## src/design/adc_decimate_dc_remove_core_assert.svh

```systemverilog
// assertion macros for the adc decimator and dc removal block
// expects signals named clk and arst_n in the including module
`ifndef ADC_DECIMATE_DC_REMOVE_CORE_ASSERT_SVH
`define ADC_DECIMATE_DC_REMOVE_CORE_ASSERT_SVH

// same-cycle implication
`define ADC_DCR_ASSERT_SAME(lbl, ante, cons, msg) \
	lbl: assert property (@(posedge clk) disable iff (!arst_n) (ante) |-> (cons)) \
		else $error(msg);

// next-cycle implication
`define ADC_DCR_ASSERT_NEXT(lbl, ante, cons, msg) \
	lbl: assert property (@(posedge clk) disable iff (!arst_n) (ante) |=> (cons)) \
		else $error(msg);

`endif

```

## src/design/adc_dcr_pkg.sv

```systemverilog
// shared types and constants for the adc decimator and dc removal block
// no dependencies
package adc_dcr_pkg;

	localparam int RAW_W      = 12;
	localparam int LVL_W      = 8;
	localparam int OFF_W      = 12;
	localparam int WLEN_W     = 7;
	localparam int CFG_IDX_W  = 2;
	localparam int CFG_DATA_W = 12;

	localparam int INV_MAX   = 4095;
	localparam int SCALE_MUL = 255;
	localparam int SCALE_DIV = 1564;
	localparam int SAT_MAX   = 127;
	localparam int SAT_MIN   = -128;
	localparam int PROD_W    = $clog2(INV_MAX * SCALE_MUL + 1);

	localparam int OFF_RESET  = 717;
	localparam int WLEN_RESET = 22;

	localparam int OVERSAMPLE_DEF   = 4;
	localparam int WINDOW_DEPTH_DEF = 64;

	localparam logic [CFG_IDX_W-1:0] REG_DC_OFFSET     = CFG_IDX_W'(0);
	localparam logic [CFG_IDX_W-1:0] REG_WINDOW_LENGTH = CFG_IDX_W'(1);

	typedef struct packed {
		logic busy;
		logic done;
	} div_stat_t;

endpackage

```

## src/design/adc_dcr_if.sv

```systemverilog
// beat channels of the adc decimator: samples in, results out, register writes
// depends on adc_dcr_pkg
interface adc_dcr_in_if;
	logic                                valid;
	logic                                ready;
	logic [adc_dcr_pkg::RAW_W-1:0]       raw_sample;
	logic                                burst_start;
	modport source(output valid, raw_sample, burst_start, input ready);
	modport sink(input valid, raw_sample, burst_start, output ready);
endinterface

interface adc_dcr_out_if;
	logic                                valid;
	logic                                ready;
	logic signed [adc_dcr_pkg::LVL_W-1:0] level_sample;
	logic signed [adc_dcr_pkg::LVL_W-1:0] filtered_sample;
	modport source(output valid, level_sample, filtered_sample, input ready);
	modport sink(input valid, level_sample, filtered_sample, output ready);
endinterface

interface adc_dcr_cfg_if;
	logic                                valid;
	logic                                ready;
	logic [adc_dcr_pkg::CFG_IDX_W-1:0]   index;
	logic [adc_dcr_pkg::CFG_DATA_W-1:0]  data;
	modport source(output valid, index, data, input ready);
	modport sink(input valid, index, data, output ready);
endinterface

```

## src/design/adc_dcr_div.sv

```systemverilog
// bit-serial restoring divider, one quotient bit per cycle
// depends on adc_dcr_pkg
module adc_dcr_div #(
	parameter int W = adc_dcr_pkg::PROD_W
) (
	input  logic                   clk,
	input  logic                   arst_n,
	input  logic                   start,
	input  logic [W-1:0]           num,
	input  logic [W-1:0]           den,
	output logic [W-1:0]           quo,
	output adc_dcr_pkg::div_stat_t stat
);

	localparam int CW = $clog2(W + 1);

	logic [W-1:0]  rem_q;
	logic [W-1:0]  quo_q;
	logic [W-1:0]  den_q;
	logic [CW-1:0] cnt_q;
	logic          busy_q;
	logic          done_q;
	logic [W:0]    shifted;
	logic [W:0]    diff;
	logic          qbit;

	assign shifted = {rem_q, quo_q[W-1]};
	assign diff    = shifted - {1'b0, den_q};
	assign qbit    = !diff[W];

	always_ff @(posedge clk or negedge arst_n) begin
		if (!arst_n) begin
			busy_q <= 1'b0;
			done_q <= 1'b0;
			cnt_q  <= '0;
		end else begin
			done_q <= 1'b0;
			if (start) begin
				busy_q <= 1'b1;
				cnt_q  <= CW'(W);
			end else if (busy_q) begin
				cnt_q <= cnt_q - 1'b1;
				if (cnt_q == CW'(1)) begin
					busy_q <= 1'b0;
					done_q <= 1'b1;
				end
			end
		end
	end

	always_ff @(posedge clk) begin
		if (start) begin
			rem_q <= '0;
			quo_q <= num;
			den_q <= den;
		end else if (busy_q) begin
			rem_q <= qbit ? diff[W-1:0] : shifted[W-1:0];
			quo_q <= {quo_q[W-2:0], qbit};
		end
	end

	assign quo       = quo_q;
	assign stat.busy = busy_q;
	assign stat.done = done_q;

endmodule

```

## src/design/adc_decimate_dc_remove_core.sv

```systemverilog
// Decimating averager with moving-mean dc removal for a 12-bit converter. A sample
// that does not close a group of OVERSAMPLE is taken and the block stays idle; the
// sample that closes a group holds the input while one shared 20-bit bit-serial
// divider runs three passes (group average, scale by 255/1564, window mean), each
// ending in a done strobe, with steps for the scale setup, the window memory update,
// the mean setup and the output load between and after them. Results
// sit in an output register, so a new sample is taken while one result waits; the
// next finished result holds the input until the waiting one is taken. Register writes
// take effect immediately and belong in idle periods.
// depends on adc_dcr_pkg, adc_dcr_if, adc_dcr_div, adc_decimate_dc_remove_core_assert.svh
module adc_decimate_dc_remove_core #(
	parameter int OVERSAMPLE   = adc_dcr_pkg::OVERSAMPLE_DEF,
	parameter int WINDOW_DEPTH = adc_dcr_pkg::WINDOW_DEPTH_DEF
) (
	input  logic          clk,
	input  logic          arst_n,
	adc_dcr_in_if.sink    samples,
	adc_dcr_out_if.source results,
	adc_dcr_cfg_if.sink   cfg
);

	`include "adc_decimate_dc_remove_core_assert.svh"

	localparam int RAW_W  = adc_dcr_pkg::RAW_W;
	localparam int LVL_W  = adc_dcr_pkg::LVL_W;
	localparam int OFF_W  = adc_dcr_pkg::OFF_W;
	localparam int WLEN_W = adc_dcr_pkg::WLEN_W;
	localparam int PROD_W = adc_dcr_pkg::PROD_W;
	localparam int SUM_W  = $clog2(OVERSAMPLE * adc_dcr_pkg::INV_MAX + 1);
	localparam int PH_W   = $clog2(OVERSAMPLE + 1);
	localparam int PTR_W  = $clog2(WINDOW_DEPTH);
	localparam int FC_W   = $clog2(WINDOW_DEPTH + 1);
	localparam int WS_W   = $clog2(WINDOW_DEPTH * (-adc_dcr_pkg::SAT_MIN) + 1) + 1;
	localparam int WMAG_W = WS_W - 1;
	localparam int D1_W   = (SUM_W > PROD_W) ? SUM_W : PROD_W;
	localparam int DIV_W  = (D1_W > WMAG_W) ? D1_W : WMAG_W;
	localparam int WLC_W  = (WLEN_W > FC_W) ? WLEN_W : FC_W;
	localparam int OD_W   = FC_W + 1;
	localparam int X_W    = OFF_W + 1;
	localparam int M_W    = LVL_W + 2;

	localparam logic [2:0] ST_IDLE   = 3'd0;
	localparam logic [2:0] ST_AVG    = 3'd1;
	localparam logic [2:0] ST_PREP   = 3'd2;
	localparam logic [2:0] ST_LVL    = 3'd3;
	localparam logic [2:0] ST_UPD    = 3'd4;
	localparam logic [2:0] ST_MSTART = 3'd5;
	localparam logic [2:0] ST_MEAN   = 3'd6;
	localparam logic [2:0] ST_OUT    = 3'd7;

	logic [2:0]              state_q;
	logic [PH_W-1:0]         phase_q;
	logic [SUM_W-1:0]        sum_q;
	logic [OFF_W-1:0]        off_q;
	logic [WLEN_W-1:0]       wlen_q;
	logic signed [X_W-1:0]   x_q;
	logic                    neg_q;
	logic signed [LVL_W-1:0] level_q;
	logic signed [LVL_W-1:0] rd_q;
	logic signed [WS_W-1:0]  ws_q;
	logic [FC_W-1:0]         fill_q;
	logic [PTR_W-1:0]        wp_q;
	logic                    wneg_q;
	logic                    out_valid_q;
	logic signed [LVL_W-1:0] out_level_q;
	logic signed [LVL_W-1:0] out_filt_q;
	logic signed [LVL_W-1:0] win_mem [WINDOW_DEPTH];

	logic                    accept;
	logic [RAW_W-1:0]        inv;
	logic [SUM_W-1:0]        sum_next;
	logic [PH_W-1:0]         ph_next;
	logic                    grp_end;
	logic [X_W-1:0]          x_abs;
	logic [PROD_W-1:0]       prod;
	logic [WS_W-1:0]         ws_abs;
	logic [WLC_W-1:0]        wl_eff;
	logic                    drop;
	logic [OD_W-1:0]         od;
	logic [OD_W-1:0]         od_fix;
	logic [PTR_W-1:0]        old_idx;
	logic signed [LVL_W-1:0] lvl_sat;
	logic signed [M_W-1:0]   mean;
	logic signed [M_W-1:0]   filt;
	logic signed [LVL_W-1:0] filt_sat;
	logic signed [WS_W-1:0]  ws_sub;
	logic                    out_load;
	logic                    div_wait;

	logic                    div_start;
	logic [DIV_W-1:0]        div_num;
	logic [DIV_W-1:0]        div_den;
	logic [DIV_W-1:0]        div_quo;
	adc_dcr_pkg::div_stat_t  div_stat;

	adc_dcr_div #(.W(DIV_W)) u_div (
		.clk    (clk),
		.arst_n (arst_n),
		.start  (div_start),
		.num    (div_num),
		.den    (div_den),
		.quo    (div_quo),
		.stat   (div_stat)
	);

	assign samples.ready = (state_q == ST_IDLE);
	assign accept        = samples.valid && samples.ready;
	assign cfg.ready     = 1'b1;

	// group accumulation
	assign inv      = RAW_W'(adc_dcr_pkg::INV_MAX) - samples.raw_sample;
	assign sum_next = (samples.burst_start ? '0 : sum_q) + SUM_W'(inv);
	assign ph_next  = (samples.burst_start ? '0 : phase_q) + 1'b1;
	assign grp_end  = (ph_next == PH_W'(OVERSAMPLE));

	// level scaling operands
	assign x_abs = x_q[X_W-1] ? X_W'(-x_q) : X_W'(x_q);
	assign prod  = {x_abs[OFF_W-1:0], 8'h00} - PROD_W'(x_abs[OFF_W-1:0]);

	assign ws_abs = ws_q[WS_W-1] ? WS_W'(-ws_q) : WS_W'(ws_q);

	// effective window length and oldest counted entry
	assign wl_eff = (wlen_q == '0) ? WLC_W'(1) :
		((WLC_W'(wlen_q) > WLC_W'(WINDOW_DEPTH)) ? WLC_W'(WINDOW_DEPTH) : WLC_W'(wlen_q));
	assign drop    = (WLC_W'(fill_q) >= wl_eff);
	assign od      = OD_W'(wp_q) - OD_W'(fill_q);
	assign od_fix  = od[OD_W-1] ? (od + OD_W'(WINDOW_DEPTH)) : od;
	assign old_idx = od_fix[PTR_W-1:0];
	assign ws_sub  = drop ? WS_W'(rd_q) : WS_W'(0);

	always_comb begin
		if (!neg_q) begin
			lvl_sat = (div_quo > DIV_W'(adc_dcr_pkg::SAT_MAX)) ?
				LVL_W'(adc_dcr_pkg::SAT_MAX) : LVL_W'(div_quo[LVL_W-1:0]);
		end else begin
			lvl_sat = (div_quo > DIV_W'(-adc_dcr_pkg::SAT_MIN)) ?
				LVL_W'(adc_dcr_pkg::SAT_MIN) : LVL_W'(-div_quo[LVL_W-1:0]);
		end
	end

	always_comb begin
		mean = wneg_q ? -M_W'({1'b0, div_quo[LVL_W:0]}) : M_W'({1'b0, div_quo[LVL_W:0]});
		filt = M_W'(level_q) - mean;
		if (filt > M_W'(adc_dcr_pkg::SAT_MAX)) begin
			filt_sat = LVL_W'(adc_dcr_pkg::SAT_MAX);
		end else if (filt < M_W'(adc_dcr_pkg::SAT_MIN)) begin
			filt_sat = LVL_W'(adc_dcr_pkg::SAT_MIN);
		end else begin
			filt_sat = filt[LVL_W-1:0];
		end
	end

	// divider operand select
	always_comb begin
		div_start = 1'b0;
		div_num   = '0;
		div_den   = '0;
		unique case (state_q)
			ST_IDLE: begin
				if (accept && grp_end) begin
					div_start = 1'b1;
					div_num   = DIV_W'(sum_next);
					div_den   = DIV_W'(OVERSAMPLE);
				end
			end
			ST_PREP: begin
				div_start = 1'b1;
				div_num   = DIV_W'(prod);
				div_den   = DIV_W'(adc_dcr_pkg::SCALE_DIV);
			end
			ST_MSTART: begin
				div_start = 1'b1;
				div_num   = DIV_W'(ws_abs[WMAG_W-1:0]);
				div_den   = DIV_W'(fill_q);
			end
			default: begin
			end
		endcase
	end

	assign out_load = (state_q == ST_OUT) && (!out_valid_q || results.ready);
	assign div_wait = (state_q == ST_AVG) || (state_q == ST_LVL) || (state_q == ST_MEAN);

	always_ff @(posedge clk or negedge arst_n) begin
		if (!arst_n) begin
			state_q <= ST_IDLE;
			phase_q <= '0;
			sum_q   <= '0;
			ws_q    <= '0;
			fill_q  <= '0;
			wp_q    <= '0;
		end else begin
			unique case (state_q)
				ST_IDLE: begin
					if (accept) begin
						if (samples.burst_start) begin
							ws_q   <= '0;
							fill_q <= '0;
						end
						if (grp_end) begin
							phase_q <= '0;
							sum_q   <= '0;
							state_q <= ST_AVG;
						end else begin
							phase_q <= ph_next;
							sum_q   <= sum_next;
						end
					end
				end
				ST_AVG: begin
					if (div_stat.done) begin
						state_q <= ST_PREP;
					end
				end
				ST_PREP: begin
					state_q <= ST_LVL;
				end
				ST_LVL: begin
					if (div_stat.done) begin
						state_q <= ST_UPD;
					end
				end
				ST_UPD: begin
					ws_q    <= ws_q + WS_W'(level_q) - ws_sub;
					fill_q  <= drop ? fill_q : fill_q + 1'b1;
					wp_q    <= (wp_q == PTR_W'(WINDOW_DEPTH - 1)) ? '0 : wp_q + 1'b1;
					state_q <= ST_MSTART;
				end
				ST_MSTART: begin
					state_q <= ST_MEAN;
				end
				ST_MEAN: begin
					if (div_stat.done) begin
						state_q <= ST_OUT;
					end
				end
				ST_OUT: begin
					if (out_load) begin
						state_q <= ST_IDLE;
					end
				end
				default: begin
					state_q <= ST_IDLE;
				end
			endcase
		end
	end

	// datapath registers
	always_ff @(posedge clk) begin
		if (state_q == ST_AVG && div_stat.done) begin
			x_q <= X_W'({1'b0, div_quo[OFF_W-1:0]}) - X_W'({1'b0, off_q});
		end
		if (state_q == ST_PREP) begin
			neg_q <= x_q[X_W-1];
		end
		if (state_q == ST_LVL && div_stat.done) begin
			level_q <= lvl_sat;
		end
		if (state_q == ST_MSTART) begin
			wneg_q <= ws_q[WS_W-1];
		end
	end

	// window memory
	always_ff @(posedge clk) begin
		if (state_q == ST_UPD) begin
			win_mem[wp_q] <= level_q;
		end
		rd_q <= win_mem[old_idx];
	end

	// configuration registers
	always_ff @(posedge clk or negedge arst_n) begin
		if (!arst_n) begin
			off_q  <= OFF_W'(adc_dcr_pkg::OFF_RESET);
			wlen_q <= WLEN_W'(adc_dcr_pkg::WLEN_RESET);
		end else if (cfg.valid && cfg.ready) begin
			unique case (cfg.index)
				adc_dcr_pkg::REG_DC_OFFSET: begin
					off_q <= cfg.data[OFF_W-1:0];
				end
				adc_dcr_pkg::REG_WINDOW_LENGTH: begin
					wlen_q <= cfg.data[WLEN_W-1:0];
				end
				default: begin
				end
			endcase
		end
	end

	// result register
	always_ff @(posedge clk or negedge arst_n) begin
		if (!arst_n) begin
			out_valid_q <= 1'b0;
		end else if (out_load) begin
			out_valid_q <= 1'b1;
		end else if (results.ready) begin
			out_valid_q <= 1'b0;
		end
	end

	always_ff @(posedge clk) begin
		if (out_load) begin
			out_level_q <= level_q;
			out_filt_q  <= filt_sat;
		end
	end

	assign results.valid           = out_valid_q;
	assign results.level_sample    = out_level_q;
	assign results.filtered_sample = out_filt_q;

	`ADC_DCR_ASSERT_SAME(a_div_start_idle, div_start, !div_stat.busy, "divider restarted while busy")
	`ADC_DCR_ASSERT_SAME(a_div_done_state, div_stat.done, div_wait, "divider done outside a wait")
	`ADC_DCR_ASSERT_SAME(a_fill_range, 1'b1, fill_q <= FC_W'(WINDOW_DEPTH), "fill above depth")
	`ADC_DCR_ASSERT_NEXT(a_fill_nonzero, state_q == ST_UPD, fill_q != '0, "empty window after update")

endmodule
```

## src/flat_wrapper.sv

```systemverilog
// flat-port wrapper written by rule: the top's interface ports become plain ports
module adc_decimate_dc_remove_core_flat 
#(
	parameter int OVERSAMPLE   = adc_dcr_pkg::OVERSAMPLE_DEF,
	parameter int WINDOW_DEPTH = adc_dcr_pkg::WINDOW_DEPTH_DEF
)
  (clk, arst_n, samples_valid, samples_raw_sample, samples_burst_start, samples_ready, results_valid, results_level_sample, results_filtered_sample, results_ready, cfg_valid, cfg_index, cfg_data, cfg_ready);
  adc_dcr_in_if samples_i ();
  adc_dcr_out_if results_i ();
  adc_dcr_cfg_if cfg_i ();
  input  logic clk;
  input  logic arst_n;
  input wire logic [$bits(samples_i.valid)-1:0] samples_valid;
  input wire logic [$bits(samples_i.raw_sample)-1:0] samples_raw_sample;
  input wire logic [$bits(samples_i.burst_start)-1:0] samples_burst_start;
  output wire logic [$bits(samples_i.ready)-1:0] samples_ready;
  output wire logic [$bits(results_i.valid)-1:0] results_valid;
  output wire logic [$bits(results_i.level_sample)-1:0] results_level_sample;
  output wire logic [$bits(results_i.filtered_sample)-1:0] results_filtered_sample;
  input wire logic [$bits(results_i.ready)-1:0] results_ready;
  input wire logic [$bits(cfg_i.valid)-1:0] cfg_valid;
  input wire logic [$bits(cfg_i.index)-1:0] cfg_index;
  input wire logic [$bits(cfg_i.data)-1:0] cfg_data;
  output wire logic [$bits(cfg_i.ready)-1:0] cfg_ready;
  assign samples_i.valid = samples_valid;
  assign samples_i.raw_sample = samples_raw_sample;
  assign samples_i.burst_start = samples_burst_start;
  assign samples_ready = samples_i.ready;
  assign results_valid = results_i.valid;
  assign results_level_sample = results_i.level_sample;
  assign results_filtered_sample = results_i.filtered_sample;
  assign results_i.ready = results_ready;
  assign cfg_i.valid = cfg_valid;
  assign cfg_i.index = cfg_index;
  assign cfg_i.data = cfg_data;
  assign cfg_ready = cfg_i.ready;
  adc_decimate_dc_remove_core #(.OVERSAMPLE(OVERSAMPLE), .WINDOW_DEPTH(WINDOW_DEPTH)) u_core (.clk(clk), .arst_n(arst_n), .samples(samples_i), .results(results_i), .cfg(cfg_i));
endmodule
```

## config.mk

```make
export PLATFORM = sky130hd
export DESIGN_NAME = adc_decimate_dc_remove_core_flat
export DESIGN_NICKNAME = d
export VERILOG_FILES = /design/src/design/adc_dcr_pkg.sv /design/src/design/adc_dcr_if.sv /design/src/design/adc_dcr_div.sv /design/src/design/adc_decimate_dc_remove_core.sv /design/src/flat_wrapper.sv
export VERILOG_INCLUDE_DIRS = /design/src /design/src/design
export SDC_FILE = /design/constraint.sdc
export NUM_CORES = 1
export LEC_CHECK = 0
export ABC_CLOCK_PERIOD_IN_PS = 4590
export BUFFER_PORTS_ARGS = -buffer_cell sky130_fd_sc_hd__buf_2
export CAP_MARGIN = 20
export CORE_MARGIN = 4
export CORE_UTILIZATION = 51
export CTS_CLUSTER_SIZE = 40
export DETAILED_ROUTE_END_ITERATION = 7
export GPL_TIMING_DRIVEN = 1
export PLACE_DENSITY_LB_ADDON = 0.05
export SYNTH_ARGS = -nofsm -noshare
export SYNTH_HDL_FRONTEND = slang
export SYNTH_HIERARCHICAL = 1
export SYNTH_SLANG_ARGS = --single-unit
```

## constraint.sdc

```tcl
create_clock -name clk -period 4.59 [get_ports clk]
set_input_delay 1.377 -clock clk [delete_from_list [all_inputs] [get_ports clk]]
set_output_delay 1.377 -clock clk [all_outputs]
set_load 0.005 [all_outputs]
```

# --- Yosys cells after proc, flatten, opt, wreduce, memory -nomap -nowiden ---
# Memories as Yosys holds them, arrays and structs flattened. A register that Yosys moved wholly into a read port is not among the register bits.
# Cells that the tools add are included.
totals:
  out_inout_bits: 19
  wordCells: 137
  ram_bits: 512
  input_bits: 32
  ff_bits: 174
  mem_count: 1
classes:
  muxes: 51
  n_addsub: 18
  magnitude_cmp: 6
  n_reduce_logical: 21
  eq_ne: 19
memory_table:
  columns: ["name", "words", "width", "read_ports", "rd_ports_with_merged_regs", "wr", "line_no", "text"]
  rows:
  - ["u_core.win_mem", 64, 8, 1, 1, 1, "adc_decimate_dc_remove_core.sv:67", "logic signed [LVL_W-1:0] win_mem [WINDOW_DEPTH];"]
op_table:
  columns: ["op", "n"]
  rows:
  - ["20-bit one-hot mux with 3 select lines", 2]
  - ["20-bit two-way mux", 3]
  - ["14-bit two-way mux", 4]
  - ["15-bit two-way mux", 3]
  - ["7-bit two-way mux", 5]
  - ["8-bit two-way mux", 4]
  - ["15-bit one-hot mux with 2 select lines", 1]
  - ["3-bit two-way mux", 9]
  - ["3-bit one-hot mux with 8 select lines", 1]
  - ["21-bit by 20-bit subtractor with 21-bit output", 1]
  - ["20-bit by 7-bit greater-than comparator with 1-bit output (second input constant)", 1]
  - ["20-bit by 8-bit greater-than comparator with 1-bit output (second input constant)", 1]
  - ["20-bit by 12-bit subtractor with 20-bit output", 1]
  - ["15-bit by 8-bit adder with 15-bit output", 1]
  - ["3-bit equality test (second input constant)", 5]
  - ["15-bit subtractor", 1]
  - ["14-bit by 12-bit adder with 14-bit output", 1]
  - ["2-bit inequality test (second input constant)", 7]
  - ["14-bit negation", 1]
  - ["7-bit one-hot mux with 2 select lines", 1]
  - ["12-bit by 12-bit subtractor with 13-bit output", 1]
  - ["6-bit by 1-bit adder with 6-bit output (second input constant)", 2]
  - ["12-bit two-way mux", 1]
  - ["6-bit two-way mux", 2]
  - ["35 further kinds", 56]

# --- Logic depth before layout (Yosys ltp) ---
# Gate-level depths: netlist of run 1.
depth:
  depth_word: 7
  depth_mapped: 21
  ltp_nobuf: 21

# --- Hierarchy ---
# Netlist of run 1, hierarchy kept.
by_module_without_submodules:
  columns: ["module", "instances", "seq_area_each_um2", "area_each_um2", "cells_per_inst"]
  rows:
  - ["adc_decimate_dc_remove_core", 1, 18418.9, 28932.7, 1863]
  - ["adc_dcr_div", 1, 1776.7, 3965.1, 382]

# --- Worst setup path before layout of run 1 ---
# OpenSTA, ideal clock, no wires.
synth_timing:
  kind: "register to register"
  from: "register u_core.wlen_q[2]"
  to: "register u_core.ws_q[11]"
  synth_period_minus_slack_ns: 4.719
  t_required_ns: 4.457
  setup_time_ns: 0.133
  path_slack_ns: -0.129
  arrival_ns: 4.586
  stages_incl_launch_ff: 21
  n_path_buf: 0
  cell_sequence: "dfstp_2 nor3_1 a21oi_1 nor2_1 ha_1 nand2b_1 a21o_1 a21o_1 a211o_1 a21oi_1 nand2b_1 inv_1 fa_1 inv_1 ha_1 or3_1 a2111oi_0 o31ai_1 a21oi_1 xor2_1 o21ai_0"
synth_via:
  elab_chain_cells: 7
  word_cells_on_any_way: 8
  cone_classes: "add/sub: 1; order compare: 2; mux: 4; reduce/logical: 1"
synth_lines:
  columns: ["item", "line_no", "text"]
  rows:
  - ["from (decl)", "adc_decimate_dc_remove_core.sv:55", "logic [WLEN_W-1:0] wlen_q;"]
  - ["from (signal assigned)", "adc_decimate_dc_remove_core.sv:277", "wlen_q <= WLEN_W'(adc_dcr_pkg::WLEN_RESET);"]
  - ["from (signal assigned)", "adc_decimate_dc_remove_core.sv:284", "wlen_q <= cfg.data[WLEN_W-1:0];"]
  - ["7-bit greater-than comparator", "adc_decimate_dc_remove_core.sv:124", "((WLC_W'(wlen_q) > WLC_W'(WINDOW_DEPTH)) ? WLC_W'(WINDOW_DEPTH) : WLC_W'(wlen_q));"]
  - ["7-bit two-way mux", "adc_decimate_dc_remove_core.sv:124", null]
  - ["7-bit two-way mux (*)", "adc_decimate_dc_remove_core.sv:123", "assign wl_eff = (wlen_q == '0) ? WLC_W'(1) :"]
  - ["7-bit >= comparator (*)", "adc_decimate_dc_remove_core.sv:125", "assign drop = (WLC_W'(fill_q) >= wl_eff);"]
  - ["15-bit two-way mux (*)", "adc_decimate_dc_remove_core.sv:129", "assign ws_sub = drop ? WS_W'(rd_q) : WS_W'(0);"]
  - ["15-bit subtractor (*)", "adc_decimate_dc_remove_core.sv:224", "ws_q <= ws_q + WS_W'(level_q) - ws_sub;"]
  - ["15-bit one-hot mux with 2 select lines (*)", "adc_decimate_dc_remove_core.sv:193", "unique case (state_q)"]
  - ["to (signal assigned)", "adc_decimate_dc_remove_core.sv:224", null]
  - ["to (decl)", "adc_decimate_dc_remove_core.sv:60", "logic signed [WS_W-1:0] ws_q;"]
# Every way passes the cells marked *; elsewhere a longest branch is shown, timed or not.
# A chain may end at the register's enable or synchronous reset.

# --- Worst setup path in the final report of run 1 ---
layout_timing:
  from: "register u_core.wlen_q[1]"
  to: "register u_core.ws_q[14]"
# The elaborated chain is that of the path after synthesis.

==> results.cfg, run 1 <==
[outcome]
status = completed

[clock_tree]
cts_htree_levels = 3
hold_buffers = 0
tritoncts = yes
cts_buffer_depth = 3
clock_sinks = 694
cts_root_buffer = clkbuf_16
cts_made_buffers = 75
cts.clk_slew.worst_paths_ps = 60
insertion_delay_ps = 630

[cells_and_area]
nNetsFinal = 2514
drive_above_1_share = 0.205
final_cells = 3274
layout_commonest_cell = edfxtp_1
syn2layout_area_growth_pct = 13.0
final_cell_mix = edfxtp_1, mux4_2, nand2_1
stdcell_area_um2 = 37200
diodes = 0

[detailed_routing]
via_per_inst = 5.86
wl_per_cell_um = 23.4
vias = 19200
final_antenna_net_count = 0
routed_wl_mm = 76.6
drtPass1Iterations = 6
drc_errors = 0
first_iter_violations = 1562

[setup_path]
cp.arrival_ps = 4990
path_class = register to register
crit_path_start_kind = register
endpoint_kind = register
required_ps = 5080
crit_fanout = 6

[global_routing]
grt_usage = 0.228
grt_max_degree = 70
grt_pass1_wl_mm = 119
grt_antenna_before_repair = 0
grt_overflow = 0
grt_pass1_vias = 19600

[placement]
place.gp.congestion = 0.851
place_hpwl_mm = 49.5
io_buffers = 49
placedCellCount = 3131
placed_cell_area_um2 = 34600

[die]
floorplan.initialDensity = 0.519
die_w_um = 262
coreArea_um2 = 63400
ios = 51
placementRows = 92
fp.dieH_um = 262
die-area_um2 = 68600

[pwr]
vdd_drop_max_uv = 344
p_leak_nw = 13.4
power_density_nw_per_um2 = 535

[synth]
synth_warnings = 6
syn_avg_cell_area_um2 = 14.7
synthesis.area_um2 = 32900
syn_inst = 2244

[timing]
post-route-period-util = 0.981
fmax_ghz = 0.222
hold_viol = 0
worstMarginPinSlew_ps = 1050
fin_crit_ps = 4500
report.final.slew_viol_count = 0
slew_headroom = 0.292
clock_skew_ps = 35.1
setup_viol = 0
rsz0062_at_grt = yes

[min_path]
hold_path.class = register to register

[flow_run]
drv_cap = 0
==> per-stage QoR <==
stage	TNS, ps	setup slack, ps	power [W]	utilization	hold WS (ps)
2_1_floorplan	0	33.7	0.0123	-	438
3_3_place_gp	-151	-90.9	0.0138	0.545	448
3_5_place_dp	-424	-154	0.0139	0.545	456
4_1_cts	0	4.33	0.0200	0.584	469
5_1_grt	-141	-93.2	0.0210	0.586	482
6_report	0	88.2	0.0199	0.586	470
==> per-layer routing <==
layer  routed length, um  vias to the layer above  global-route usage
li1                    -                     8801                   -
met1               33000                     9780               0.320
met2               38400                      516               0.384
met3                3770                      105              0.0334
met4                1440                        0              0.0493
met5                   0                        -                   0
==> state kept, by name, indices dropped and copies added, names as in the netlist, 12 cells and up <==
register,flops
u_core/win_mem,512
u_core/off_q,12
u_core/u_div/den_q,20
u_core/u_div/quo,20
u_core/u_div/rem_q,20
u_core/x_q,13
u_core/ws_q,15
u_core/sum_q,14
==> what timing repair did <==
action                     CTS  global route
gates cloned                 0             1
setup endpoints to repair    4             6
gates resized for setup      9            25
setup buffers                0             4
pin swaps                    5            18
==> cell type report <==
| type | instances | area [um2] |
|---|---|---|
| fill | 4952 | 26300 |
| sequential | 694 | 20200 |
| multi-input combinational | 1332 | 12000 |
| clock buffer | 97 | 2040 |
| tap | 846 | 1060 |
| timing repair buffer | 132 | 967 |
| inverter | 133 | 502 |
| clock inverter | 40 | 392 |
==> path summary, 6_finish.rpt <==
kind / startpoint / endpoint / slack [ps] / depth (start not counted)
max: u_core/wlen_q[1]$_DFFE_PN1P_ / u_core/ws_q[14]$_DFFE_PN0P_ / 90 / 23
min: u_core/phase_q[1]$_DFFE_PN0P_ / u_core/phase_q[1]$_DFFE_PN0P_ / 470 / 2
max reg2reg: u_core/wlen_q[1]$_DFFE_PN1P_ / u_core/ws_q[14]$_DFFE_PN0P_ / 90 / 23
min reg2reg: u_core/phase_q[1]$_DFFE_PN0P_ / u_core/phase_q[1]$_DFFE_PN0P_ / 470 / 2
max in group asynchronous: arst_n / u_core/off_q[6]$_DFFE_PN1P_ / 2870 / 2
min in group asynchronous: arst_n / u_core/u_div/busy_q$_DFF_PN0_ / 890 / 1
==> report_power, final <==
group | switching, W | total, W | internal (W)
Sequential | 0.000388 | 0.00776 | 0.00737
Combinational | 0.00334 | 0.00620 | 0.00286
Clock | 0.00248 | 0.00593 | 0.00345
==> worst max-delay path: stages (launching register included) <==
cell	delay [ps]
dfstp_2	520
nor2_1	40
a21oi_1	140
nor2_1	60
ha_1	270
nand2b_4	130
a21o_1	160
a21o_1	170
a211o_1	320
a21oi_2	170
buf_6	140
nand2b_4	130
inv_4	40
buf_6	130
fa_1	480
inv_1	50
ha_1	290
o21ai_0	80
nor2_1	150
nand2_1	90
o2111a_1	290
o21ai_2	140
nand2b_1	70
a311o_1	340
Power figures use the tool's default switching activity.
==> inputs of run 2 (changes only) <==
CORE_ASPECT_RATIO = 1.2   (was default)
==> run 2 against run 1 <==
Effect of this change: cell count decreased by 0.55%; power down 0.30%; via count down 0.59%; sequential cell count did not move; non-clock buffer count up 10; clock power shrank 2%; critical endpoint unchanged; largest cell class unchanged; largest power group unchanged.
==> results.cfg, run 2 (synthesized netlist as in run 1, its figures left out) <==
[outcome]
status = completed

[cells_and_area]
syn2layout_area_growth_pct = 12.9
diodes = 0
final_cell_mix = edfxtp_1, mux4_2, nand2_1
layout_commonest_cell = edfxtp_1
largest_register = u_core/win_mem
nNetsFinal = 2522
drive_above_1_share = 0.211
final_cells = 3256
largest_register_ffs = 512

[timing]
hold_viol = 0
report.final.slew_viol_count = 0
slew_headroom = 0.313
post-route-period-util = 0.989
rsz0062_at_grt = yes
worst_slack_ps = 48.2
setup_viol = 0
fmax_ghz = 0.220
worstMarginPinSlew_ps = 1020
fin_crit_ps = 4540
clock_skew_ps = 18.3

[setup_path]
crit_path_start_kind = register
cp.arrival_ps = 5030
worstRegToRegCells = 21
endpoint_kind = register
required_ps = 5080
crit_fanout = 5
path_class = register to register

[min_path]
hold_path.class = register to register
hold_path_depth = 2

[global_routing]
grt_max_degree = 70
grt_pass1_vias = 19500
grt_overflow = 0
grt_usage = 0.228
grt_pass1_wl_mm = 119
grt_antenna_before_repair = 0

[pwr]
vdd_drop_max_uv = 357
power_density_nw_per_um2 = 534
p_leak_nw = 13.4

[clock_tree]
cts_buffer_depth = 3
cts_made_buffers = 73
cts_root_buffer = clkbuf_16
cts_htree_levels = 3
hold_buffers = 0
clock_sinks = 694
cts.clk_slew.worst_paths_ps = 60
insertion_delay_ps = 620
tritoncts = yes

[die]
fp.dieH_um = 286
placementRows = 101
die-area_um2 = 68600
die_w_um = 240
ios = 51
coreArea_um2 = 63600
floorplan.initialDensity = 0.517

[detailed_routing]
vias = 19100
routed_wl_mm = 77.4
via_per_inst = 5.86
drtPass1Iterations = 5
drc_errors = 0
wl_per_cell_um = 23.8
final_antenna_net_count = 0
first_iter_violations = 1499

[placement]
place_hpwl_mm = 51.2
placedCellCount = 3121
dp_slack_ps = -171
io_buffers = 49
place.gp.congestion = 0.851

[flow_run]
drv_cap = 0
[run 2: cell types whose count changed in the layout (fill, tap and decap cells not counted), sizes merged]
| cell | before | now |
|---|---|---|
| clkinvlp | 3 | 4 |
| inv | 135 | 136 |
| clkinv | 30 | 25 |
| bufinv | 5 | 7 |
| buf | 132 | 142 |
| clkbuf | 97 | 92 |
[run 2: layer usage]
metal	GRT usage	part of all wire
met1	0.303	0.42
met5	0	0
met2	0.396	0.52
met3	0.0276	0.040
met4	0.0675	0.024
[run 2: worst paths after layout]
| check | startpoint | end | slack, ps |
|---|---|---|---|
| min in group asynchronous | arst_n | u_core/u_div/cnt_q[0]$_DFFE_PN0P_ | 660 |
| max in group asynchronous | arst_n | u_core/wlen_q[1]$_DFFE_PN1P_ | 3080 |
| hold / removal | u_core/sum_q[11]$_DFFE_PN0P_ | u_core/sum_q[11]$_DFFE_PN0P_ | 470 |
| setup / recovery | u_core/wlen_q[1]$_DFFE_PN1P_ | u_core/ws_q[14]$_DFFE_PN0P_ | 50 |
| setup reg to reg | u_core/wlen_q[1]$_DFFE_PN1P_ | u_core/ws_q[14]$_DFFE_PN0P_ | 50 |
| hold reg to reg | u_core/sum_q[11]$_DFFE_PN0P_ | u_core/sum_q[11]$_DFFE_PN0P_ | 470 |
[run 2: area by class of cell]
type                            count  area, um2
Clock buffer                       92       1920
Clock inverter                     39        434
Multi-Input combinational cell   1332      12000
Inverter                          133        502
Tap cell                          824       1030
Timing Repair Buffer              142       1030
Sequential cell                   694      20200
Fill cell                        4987      26400
[run 2: critical path, stage by stage, from the launching register on]
cell	delay, ps
dfstp_2	530
nor2_1	40
a21oi_1	150
nor2_1	70
ha_1	290
nand2b_4	130
a21o_1	140
a21o_1	160
a211o_1	300
a21oi_2	170
buf_6	140
buf_6	100
nor2b_1	50
fa_1	470
inv_1	40
ha_2	180
or3_4	430
nor3_4	240
o2111a_2	240
o21ai_2	70
nor4b_4	140
a311o_1	340
[run 2: power breakdown]
| group | total (W) | internal [W] | switching (W) | leakage (nW) |
|---|---|---|---|---|
| sequential | 0.00780 | 0.00737 | 0.000435 | 6.51 |
| combinational | 0.00623 | 0.00290 | 0.00332 | 5.72 |
| clock | 0.00580 | 0.00338 | 0.00242 | 1.13 |
| total | 0.0198 | 0.0137 | 0.00618 | 13.4 |
[run 2: repair_timing]
action | CTS | global route
endpoints found under the hold margin | 0 | 0
setup buffers | 2 | 2
setup endpoints to repair | 4 | 6
resized for setup | 8 | 32
pin swaps | 5 | 25
[run 2: stage by stage]
step	total power, W	TNS, ps	area [um2]	hold slack, ps	utilization
2_1_floorplan	0.0123	0	32900	438	-
3_3_place_gp	0.0139	-419	34600	454	0.544
3_5_place_dp	0.0140	-363	34600	464	0.544
4_1_cts	0.0199	-23.3	37000	479	0.582
5_1_grt	0.0210	-373	37100	507	0.584
6_report	0.0198	0	37100	475	0.584
==> inputs of run 3 (changes only) <==
PLACE_DENSITY = 0.7   (was default)
PLACE_DENSITY_LB_ADDON = default   (was 0.05)
==> run 3 against run 2 <==
Effect of this change: the flow now finishes with violations (setup timing); hold slack about the same; clock-buffer cell count decreased by 7; sequential power about the same; largest power group unchanged.
==> results.cfg, run 3 (synthesized netlist as in run 1, its figures left out) <==
[timing]
fin_crit_ps = 4590
post-route-period-util = 1.00
setup_viol = 1
report.final.slew_viol_count = 0
whs_ps = 475
hold_viol = 0
clock_skew_ps = 19.7
worst_slack_ps = -1.92
fmax_ghz = 0.218
rsz0062_at_grt = yes
worstMarginPinSlew_ps = 1060
slew_headroom = 0.288

[pwr]
p_total_w = 0.0196
power_density_nw_per_um2 = 529
p_int_w = 0.0134
netSwitchingPower_w = 0.00616
vdd_drop_max_uv = 343
p_comb_frac = 0.319
seq_power_share = 0.398
power_frac_clock = 0.284
p_leak_nw = 13.3
netSwitchingFraction = 0.315

[cells_and_area]
nNetsFinal = 2506
seq_area_um2 = 20200
fillers = 4831
largest_register = u_core/win_mem
multi_input_area_um2 = 12100
drive_above_1_share = 0.209
syn2layout_area_growth_pct = 12.5
layout_commonest_cell = edfxtp_1
final_util = 0.582
final_cell_mix = edfxtp_1, mux4_2, nand2_1
largest_register_ffs = 512
diodes = 0

[outcome]
violations = setup timing
status = finished with violations

[placement]
io_buffers = 49
place.gp.congestion = 0.853
place_hpwl_mm = 48.7

[global_routing]
grt_max_degree = 76
grt_usage = 0.218
grt_pass1_wl_mm = 116
grt_overflow = 0
grt_antenna_before_repair = 0
grt_pass1_vias = 20000

[clock_tree]
cts_htree_levels = 3
insertion_delay_ps = 610
clock_sinks = 694
cts_made_buffers = 70
hold_buffers = 0
cts.clk_slew.worst_paths_ps = 70
cts_buffer_depth = 3
tritoncts = yes
cts_root_buffer = clkbuf_16

[detailed_routing]
met2_length_mm = 38.1
drtPass1Iterations = 5
via_per_inst = 5.99
routed.top_layer = met4
wl_per_cell_um = 23.0
first_iter_violations = 1816
drc_errors = 0
vias = 19400
wl_met3_mm = 4.35
wl_met1_mm = 29.2
final_antenna_net_count = 0
routed_wl_mm = 74.7

[min_path]
hold_path.class = register to register

[setup_path]
slowest_delay_ps = 550
crit_fanout = 5
crit_path_start_kind = register
cp.arrival_ps = 5090
path_buf_inv = 2
path_class = register to register
crit_family = compound AO/OA/AOI/OAI gates
endpoint_kind = register
crit_path_cell_trace = nor3_2 -> a21oi_1 -> nor2_1 -> ha_1 -> nand2b_4 -> a21o_1 -> a21o_1 -> a211o_1 -> a21oi_4 -> nand2b_4 -> inv_4 -> fa_1 -> inv_1 -> ha_2 -> or3_4 -> nor3_4 -> o2111a_1 -> nor3_2 -> nand2b_4 -> a311o_1
cpMaxStageDelayCell = dfstp_2
required_ps = 5090
critPathMostFrequentCell = nand2b_4

[die]
fp.dieH_um = 286
floorplan.initialDensity = 0.517
placementRows = 101
die_w_um = 240
ios = 51
coreArea_um2 = 63600
die-area_um2 = 68600

[flow_run]
drv_cap = 0
run 3: final cells by class:
type / instances / share of cell area
Sequential cell: 694 / 0.546
Multi-Input combinational cell: 1332 / 0.326
Clock buffer: 85 / 0.0502
Tap cell: 824 / 0.0279
Timing Repair Buffer: 129 / 0.0265
Inverter: 133 / 0.0136
Clock inverter: 43 / 0.0103
run 3: per-stage QoR:
stage	instances	setup TNS (ps)	worst slack (ps)	cell area [um2]
after floorplan	2254	0	33.7	32900
after global placement	3106	-284	-122	34500
after detailed placement	3107	-320	-158	34500
after CTS	3236	0	9.48	36800
after global routing	3240	-422	-232	37000
final	3240	-1.92	-1.92	37000
run 3: metal layers:
layer,vias up,track usage
met5,-,0
met4,0,0.0875
met3,156,0.0281
met2,674,0.374
met1,9782,0.286
li1,8800,-
run 3: repair_timing:
item,CTS,global route
hold endpoints to repair,0,0
buffers inserted,1,2
resized for setup,5,37
setup endpoints to repair,5,6
pin swaps,2,26
run 3: power groups by stage:
stage	combinational (W)	sequential, W	clock, W
final	0.00624	0.00779	0.00555
after global routing	0.00687	0.00784	0.00594
after CTS	0.00605	0.00781	0.00568
after detailed placement	0.00598	0.00794	0
after global placement	0.00583	0.00793	0
after floorplan	0.00459	0.00774	0
run 3: worst paths after layout:
kind	endpoint	cells after the start	slack (ps)	from
worst max-delay path	u_core/ws_q[14]$_DFFE_PN0P_	20	-2	u_core/wlen_q[2]$_DFFE_PN1P_
worst min-delay path	u_core/sum_q[11]$_DFFE_PN0P_	2	470	u_core/sum_q[11]$_DFFE_PN0P_
worst max register to register	u_core/ws_q[14]$_DFFE_PN0P_	20	-2	u_core/wlen_q[2]$_DFFE_PN1P_
worst min register to register	u_core/sum_q[11]$_DFFE_PN0P_	2	470	u_core/sum_q[11]$_DFFE_PN0P_
max in group asynchronous	u_core/off_q[9]$_DFFE_PN1P_	2	3390	arst_n
min in group asynchronous	u_core/sum_q[10]$_DFFE_PN0P_	1	590	arst_n
run 3: worst register-to-register path, stage by stage, from the launching register on:
cell and delay [ps]:
dfstp_2 550, nor3_2 50, a21oi_1 120, nor2_1 70, ha_1 290, nand2b_4 130, a21o_1 150, a21o_1 160
a211o_1 330, a21oi_4 240, nand2b_4 190, inv_4 40, fa_1 510, inv_1 50, ha_2 170, or3_4 410
nor3_4 200, o2111a_1 270, nor3_2 80, nand2b_4 150, a311o_1 340
